`src/sip_pkg.sv`:
```
`default_nettype none
// ----------------------------------------------------------------------------
// sip_pkg
// Shared types and constants for the saturating integer power block.
// ----------------------------------------------------------------------------
package sip_pkg;

  localparam int unsigned DataW = 64;
  localparam int unsigned ExpW  = 31;
  localparam int unsigned HalfW = DataW / 2;
  localparam int unsigned ProdW = 2 * DataW;

  // Largest positive 64-bit two's complement value.
  localparam logic [DataW-1:0] SatLimit = {1'b0, {(DataW-1){1'b1}}};

  // Request to the shared multiplier.
  typedef struct packed {
    logic             start;
    logic [DataW-1:0] a;
    logic [DataW-1:0] b;
  } mul_req_t;

  // Response from the shared multiplier.
  typedef struct packed {
    logic             done;
    logic [DataW-1:0] prod;  // low half of the full product
    logic             ovf;   // full product above SatLimit
  } mul_rsp_t;

endpackage
`default_nettype wire

```
`src/sip_mul.sv`:
```
`default_nettype none
// ----------------------------------------------------------------------------
// sip_mul
// 64x64 unsigned multiplier built from one 32x32 multiplier, four partial
// products per transaction, with an overflow check against SatLimit.
// ----------------------------------------------------------------------------
module sip_mul (
  input  wire logic              clk_i,
  input  wire logic              rst_ni,
  input  wire sip_pkg::mul_req_t req_i,
  output sip_pkg::mul_rsp_t      rsp_o
);

  logic [sip_pkg::DataW-1:0] a_q, b_q;
  logic [1:0]                cnt_q;
  logic                      issue_q;
  logic                      pp_v_q;
  logic                      pp_last_q;
  logic [sip_pkg::DataW-1:0] pp_q;
  logic [1:0]                sh_q;
  logic [sip_pkg::ProdW-1:0] sum_q;
  logic                      done_q;

  logic [sip_pkg::HalfW-1:0] a_part, b_part;
  logic [sip_pkg::ProdW-1:0] pp_shifted;

  assign a_part = cnt_q[1] ? a_q[sip_pkg::DataW-1:sip_pkg::HalfW] : a_q[sip_pkg::HalfW-1:0];
  assign b_part = cnt_q[0] ? b_q[sip_pkg::DataW-1:sip_pkg::HalfW] : b_q[sip_pkg::HalfW-1:0];

  always_comb begin
    case (sh_q)
      2'd0:    pp_shifted = {{sip_pkg::DataW{1'b0}}, pp_q};
      2'd1:    pp_shifted = {{sip_pkg::HalfW{1'b0}}, pp_q, {sip_pkg::HalfW{1'b0}}};
      2'd2:    pp_shifted = {pp_q, {sip_pkg::DataW{1'b0}}};
      default: pp_shifted = '0;
    endcase
  end

  always_ff @(posedge clk_i or negedge rst_ni) begin
    if (!rst_ni) begin
      issue_q   <= 1'b0;
      pp_v_q    <= 1'b0;
      pp_last_q <= 1'b0;
      done_q    <= 1'b0;
      cnt_q     <= '0;
    end else begin
      // stage 1: one 32x32 partial product per cycle
      if (req_i.start) begin
        a_q     <= req_i.a;
        b_q     <= req_i.b;
        cnt_q   <= '0;
        issue_q <= 1'b1;
        pp_v_q  <= 1'b0;
        sum_q   <= '0;
        done_q  <= 1'b0;
      end else begin
        pp_v_q <= issue_q;
        done_q <= pp_v_q & pp_last_q;
        if (issue_q) begin
          pp_q      <= {{sip_pkg::HalfW{1'b0}}, a_part} * {{sip_pkg::HalfW{1'b0}}, b_part};
          sh_q      <= {1'b0, cnt_q[1]} + {1'b0, cnt_q[0]};
          pp_last_q <= (cnt_q == 2'd3);
          cnt_q     <= cnt_q + 2'd1;
          if (cnt_q == 2'd3) begin
            issue_q <= 1'b0;
          end
        end
        // stage 2: accumulate
        if (pp_v_q) begin
          sum_q <= sum_q + pp_shifted;
        end
      end
    end
  end

  assign rsp_o.done = done_q;
  assign rsp_o.prod = sum_q[sip_pkg::DataW-1:0];
  assign rsp_o.ovf  = |sum_q[sip_pkg::ProdW-1:sip_pkg::DataW-1];

endmodule
`default_nettype wire

```
`src/saturating_integer_power.sv`:
```
`default_nettype none
// ----------------------------------------------------------------------------
// saturating_integer_power
// Signed 64-bit base raised to a 31-bit exponent by square-and-multiply,
// saturating to the largest positive value with an overflow flag.
// ----------------------------------------------------------------------------
// A zero base or zero exponent goes straight to the output stage. Each
// 64-bit product holds the sequencer on the shared 32x32 multiplier
// through operand load, four partial products and final accumulate;
// every bit needs up to two products.
// One transaction at a time; a new one is taken while a result still waits.
// Reset (rst_ni low, asynchronous) idles the sequencer and drops out_valid_o.
// ----------------------------------------------------------------------------
module saturating_integer_power (
  input  wire logic                      clk_i,
  input  wire logic                      rst_ni,
  input  wire logic                      in_valid_i,
  output logic                           in_ready_o,
  input  wire logic [sip_pkg::DataW-1:0] base_value_i,
  input  wire logic [sip_pkg::ExpW-1:0]  exponent_i,
  output logic                           out_valid_o,
  input  wire logic                      out_ready_i,
  output logic [sip_pkg::DataW-1:0]      power_o,
  output logic                           overflowed_o
);

  typedef enum logic [2:0] {
    StIdle,
    StStep,     // look at the current exponent bit
    StWaitAcc,  // acc * mag in flight
    StShift,    // drop the bit, square if more bits remain
    StWaitSq,   // mag * mag in flight
    StFinish    // hand result to the output register
  } state_e;

  state_e                    state_q;
  logic [sip_pkg::DataW-1:0] acc_q, mag_q;
  logic [sip_pkg::ExpW-1:0]  exp_q;
  logic                      neg_q;
  logic [sip_pkg::DataW-1:0] res_q;
  logic                      res_ovf_q;
  logic                      out_valid_q;
  logic [sip_pkg::DataW-1:0] power_q;
  logic                      ovf_q;

  sip_pkg::mul_req_t mul_req;
  sip_pkg::mul_rsp_t mul_rsp;

  logic in_fire;
  logic out_load;
  logic [sip_pkg::ExpW-1:0] exp_next;

  assign in_ready_o = (state_q == StIdle);
  assign in_fire    = in_valid_i && in_ready_o;
  assign exp_next   = exp_q >> 1;
  // result moves into the output register once that register is free
  assign out_load   = (state_q == StFinish) && (!out_valid_q || out_ready_i);

  // Multiplier is started from the step states; operands are latched there.
  always_comb begin
    mul_req.start = 1'b0;
    mul_req.a     = acc_q;
    mul_req.b     = mag_q;
    case (state_q)
      StStep: begin
        mul_req.start = exp_q[0];
      end
      StShift: begin
        mul_req.start = (exp_next != '0);
        mul_req.a     = mag_q;
      end
      default: begin
        mul_req.start = 1'b0;
      end
    endcase
  end

  sip_mul u_mul (
    .clk_i  (clk_i),
    .rst_ni (rst_ni),
    .req_i  (mul_req),
    .rsp_o  (mul_rsp)
  );

  always_ff @(posedge clk_i or negedge rst_ni) begin
    if (!rst_ni) begin
      state_q     <= StIdle;
      out_valid_q <= 1'b0;
    end else begin
      if (out_load) begin
        out_valid_q <= 1'b1;
      end else if (out_ready_i) begin
        out_valid_q <= 1'b0;
      end
      case (state_q)
        StIdle: begin
          if (in_fire) begin
            acc_q     <= {{(sip_pkg::DataW-1){1'b0}}, 1'b1};
            // two's complement magnitude; the most negative base gives 2^63
            mag_q     <= base_value_i[sip_pkg::DataW-1] ? ('0 - base_value_i)
                                                        : base_value_i;
            neg_q     <= base_value_i[sip_pkg::DataW-1] & exponent_i[0];
            exp_q     <= exponent_i;
            res_ovf_q <= 1'b0;
            if (base_value_i == '0) begin
              // zero base: 1 only for a zero exponent
              res_q   <= {{(sip_pkg::DataW-1){1'b0}}, (exponent_i == '0)};
              state_q <= StFinish;
            end else if (exponent_i == '0) begin
              res_q   <= {{(sip_pkg::DataW-1){1'b0}}, 1'b1};
              state_q <= StFinish;
            end else begin
              state_q <= StStep;
            end
          end
        end
        StStep: begin
          state_q <= exp_q[0] ? StWaitAcc : StShift;
        end
        StWaitAcc: begin
          if (mul_rsp.done) begin
            if (mul_rsp.ovf) begin
              res_q     <= sip_pkg::SatLimit;
              res_ovf_q <= 1'b1;
              state_q   <= StFinish;
            end else begin
              acc_q   <= mul_rsp.prod;
              state_q <= StShift;
            end
          end
        end
        StShift: begin
          exp_q <= exp_next;
          if (exp_next == '0) begin
            res_q   <= neg_q ? ('0 - acc_q) : acc_q;
            state_q <= StFinish;
          end else begin
            state_q <= StWaitSq;
          end
        end
        StWaitSq: begin
          if (mul_rsp.done) begin
            if (mul_rsp.ovf) begin
              res_q     <= sip_pkg::SatLimit;
              res_ovf_q <= 1'b1;
              state_q   <= StFinish;
            end else begin
              mag_q   <= mul_rsp.prod;
              state_q <= StStep;
            end
          end
        end
        StFinish: begin
          // wait for the output register to free up
          if (out_load) begin
            power_q <= res_q;
            ovf_q   <= res_ovf_q;
            state_q <= StIdle;
          end
        end
        default: begin
          state_q <= StIdle;
        end
      endcase
    end
  end

  assign out_valid_o  = out_valid_q;
  assign power_o      = power_q;
  assign overflowed_o = ovf_q;

endmodule
`default_nettype wire
```
`config.mk`:
```
export PLATFORM = sky130hd
export DESIGN_NAME = saturating_integer_power
export DESIGN_NICKNAME = d
export VERILOG_FILES = /design/src/sip_pkg.sv /design/src/sip_mul.sv /design/src/saturating_integer_power.sv
export SDC_FILE = /design/constraint.sdc
export NUM_CORES = 2
export LEC_CHECK = 0
export BUFFER_PORTS_ARGS = -buffer_cell sky130_fd_sc_hd__buf_2
export CELL_PAD_IN_SITES_DETAIL_PLACEMENT = 1
export CELL_PAD_IN_SITES_GLOBAL_PLACEMENT = 2
export CORE_UTILIZATION = 37
export DETAILED_ROUTE_END_ITERATION = 8
export PLACE_DENSITY_LB_ADDON = 0.1
export SLEW_MARGIN = 20
export SYNTH_ARGS = -nofsm -noshare
export SYNTH_HDL_FRONTEND = slang
export SYNTH_SLANG_ARGS = --single-unit
export TNS_END_PERCENT = 20
```
`constraint.sdc`:
```
create_clock -name clk_i -period 12 [get_ports clk_i]
set_input_delay 1.8 -clock clk_i [delete_from_list [all_inputs] [get_ports clk_i]]
set_output_delay 1.8 -clock clk_i [all_outputs]
set_load 0.01 [all_outputs]
```
==> impl_metrics.csv <==
group,metric,value,unit
cts,cts_setup_buffers,0,
cts,clock_sinks,622,
yosys,syn-num-nets,8673,
detailed_routing,viasPerCell,5.55,
pwr,comb_power_share,0.060,
global_route,grt_remaining_overflow,0,
timing,finalSetupViolations,0,
detailed_routing,drc,0,
hold_path,hold_start,"res_q[23]",
detailed_routing,routed-via-count,54431,
worst_setup_path,arrival,11.24,ns
yosys,synth-edff-count,612,
floorplanning,num_rows,157,
placement,dp_worst_setup_slack,1.37,ns
timing,worst_pin_slew,1.12,ns
global_route,antenna_found_initial,14,
worst_setup_path,end_kind,"flop",
hold_path,hp-class,"reg -> reg",
worst_setup_path,r2r-end,"u_mul.pp_q[56]",
pwr,switchingPower,0.00130,W
cts,tritoncts,"done",
detailed_routing,drt_first_iter_violations,4247,
cts,numCtsBuffers,78,
yosys,yosysWarnings,0,
timing,finalCritPeriodShare,0.895,
timing,slew_headroom,0.237,
timing,setup_tns,0,ns
cts,clk_latency,0.72,ns
pwr,power,0.00530,W
timing,drv_slew,0,
yosys,synth_top_area_frac,0.268,
timing,setup_ws,1.26,ns
timing,hold_violations,0,
pwr,p_seq_frac,0.460,
pwr,p_per_area,70.4,mW/mm2
placement,hpwl,235000,um
worst_setup_path,criticalPathCategory,"reg -> reg",
timing,skew,0.0681,ns
cts,ctsResizeCount,0,
yosys,async_flop_share,0.0161,
worst_setup_path,r2r-start,"u_mul.cnt_q[0]",
yosys,synth_area_leaders,"edfxtp_1, fa_1, ha_1",
floorplanning,dieArea,0.187,mm2
yosys,syn-cell-area,0.0687,mm2
detailed_routing,firstDrtPassIters,5,
timing,rsz0062_at_grt,"false",
hold_path,min_to,"power_o[23]",
global_route,grt_pass1_vias,58303,
worst_setup_path,required,12.51,ns
final_layout,syn_to_final_growth,9.72,%
timing,fmax,0.0932,GHz
placement,place.gp.congestion,0.929,
detailed_routing,wirelength,290000,um
yosys,ys_ff_latch,622,
cts,cts_hold_buf,0,
floorplanning,initial_core_util,0.374,
floorplanning,core-area,0.184,mm2
floorplanning,dieHeight,433,um
worst_setup_path,r2r_cells,27,
pwr,max-vdd-ir-drop,103,uV
final_layout,nNetsFinal,8663,
cts,root_buffer,"clkbuf_16",
timing,period_needed,10.74,ns
yosys,syn_area_per_cell,9.43,um2
cts,clk_path_buf_depth,3,
cts,clkTransAtPathRegs,0.06,ns
worst_setup_path,cp_max_fo,33,
yosys,synth_area_leader_cell,"edfxtp_1",
detailed_routing,avgRoutedWirePerCell,29.5,um
final_layout,drive_gt1_frac,0.0820,
yosys,yosysUniqueCellTypes,78,
cts,htree_levels,3,
yosys,ys.flop_type,"edfxtp_1",
worst_setup_path,startpoint_type,"flop",
yosys,syn_inst,7284,
yosys,synth_most_common_cell,"nand2_1",
global_route,grt_pass1_wl,421000,um
pwr,internal_power,0.00400,W
flow_run,drv_cap,0,
floorplanning,die_x,433,um
floorplanning,ios,166,
detailed_routing,drtAntennaViolNets,0,
pwr,p_clk_frac,0.480,
global_route,grt_max_degree,94,
pwr,leakage,33.2,nW
run_status,status,"complete, no violations",
hold_path,holdPathStages,0,
yosys,synthTopCellsByCount,"nand2_1, inv_1, fa_1, nor2_1, edfxtp_1",
global_route,grt_util_all_layers,0.313,
yosys,ys_seq_area_frac,0.271,
placement,portBuffers,165,
worst_setup_path,rrSetupSlack,1.26,ns
pwr,swShare,0.245,
-- stage by stage --
step,hold slack [ns],instances,util,area [um2]
after global placement,0.405,9657,0.395,72600
after detailed placement,0.406,9658,0.395,72600
after floorplan,0.400,7284,-,68700
final,0.419,9802,0.410,75300
after CTS,0.420,9795,0.410,75300
after global routing,0.425,9796,0.410,75300
-- area by class of cell --
class,instances,area [um2]
clock inverters,48,691
multi-input cells,5322,45400
well taps,2464,3080
flip-flops and latches,622,18600
fillers,20823,108000
clock buffers,89,2010
repair buffers,302,1910
inverters,948,3560
diodes,7,17.5
-- metal layers --
layer,routed length (um),global-route usage,vias up
met5,29,0,-
met4,11600,0.109,4
met3,14300,0.0323,349
met2,136000,0.509,1466
met1,128000,0.431,28735
li1,-,-,23877
-- layout by cell type, fill, tap and decap left out, types with 21 or more instances in the layout --
master	count
nand2_1	1020
inv_1	947
fa_1	897
nor2_1	880
edfxtp_1	612
ha_1	393
o21ai_0	312
a21oi_1	301
xor2_1	176
buf_2	164
buf_4	133
xnor2_1	119
mux2i_1	112
a21o_1	100
nand4_1	96
and2_1	83
and3_1	79
clkbuf_16	79
mux2_2	66
nor3_1	61
o31ai_1	54
nor4_1	46
o21bai_1	45
mux2i_2	40
nand3_1	33
a22o_1	33
or3_1	30
nand2b_1	29
o41ai_1	26
nor2b_1	25
o21a_1	25
a211oi_1	21
-- registers in the layout (all words and copies together) (netlist names) --
| register | cells |
|---|---|
| u_mul.pp_q | 64 |
| u_mul.done_q | 1 |
| u_mul.pp_last_q | 1 |
| u_mul.sum_q | 128 |
| u_mul.issue_q | 1 |
| state_q | 3 |
| overflowed_o | 1 |
| u_mul.sh_q | 2 |
| u_mul.pp_v_q | 1 |
| acc_q | 64 |
| power_o | 64 |
| neg_q | 1 |
| u_mul.b_q | 64 |
| res_ovf_q | 1 |
| u_mul.cnt_q | 2 |
| mag_q | 64 |
| out_valid_o | 1 |
| exp_q | 31 |
| res_q | 64 |
| u_mul.a_q | 64 |
-- worst max path at each step --
stage                     cells after the start  slack, ns        endpoint             start
after floorplan                              10       1.86        res_q[0]  base_value_i[14]
after global placement                       26       1.39  u_mul.pp_q[56]    u_mul.cnt_q[0]
after detailed placement                     27       1.37  u_mul.pp_q[63]    u_mul.cnt_q[0]
after CTS                                    27       1.30  u_mul.pp_q[63]    u_mul.cnt_q[0]
after global routing                         27       0.92  u_mul.pp_q[56]    u_mul.cnt_q[0]
final                                        27       1.26  u_mul.pp_q[56]    u_mul.cnt_q[0]
-- worst max-delay path, stage by stage (launching register included) --
cell and delay, ns:
dfrtp_4 0.86, mux2i_2 0.91, buf_4 0.37, nor2_1 0.08, fa_1 0.49, inv_1 0.05, fa_1 0.50, fa_1 0.47
fa_1 0.55, inv_1 0.05, fa_1 0.48, fa_1 0.52, fa_1 0.54, inv_1 0.06, fa_1 0.48, inv_1 0.04
ha_1 0.33, nand2_1 0.12, o21ai_0 0.34, o31a_1 0.19, o2111ai_1 0.29, a2111oi_0 1.03, a21oi_1 0.27, o31ai_1 0.71
nand2_1 0.11, nand2_1 0.20, a2111oi_0 0.13, nor4_1 0.31
-- power by group through the flow --
stage | clock, W | combinational (W) | sequential (W)
after floorplan | 0 | 0.000191 | 0.00245
after global placement | 0 | 0.000313 | 0.00248
after detailed placement | 0 | 0.000318 | 0.00248
after CTS | 0.00259 | 0.000319 | 0.00244
after global routing | 0.00266 | 0.000349 | 0.00244
final | 0.00254 | 0.000319 | 0.00244
-- logic make-up after synthesis --
family,after synthesis,synth area share
AOI/OAI and AO/OA,1041,0.0940
xor gates and xnor gates,295,0.0376
adders and majority gates,1290,0.333
buffers and inverters,1340,0.0733
DFF,622,0.271
muxes,233,0.0352
and+or+nand+nor,2463,0.155
Note: power is estimated with default switching activity, not from simulation.
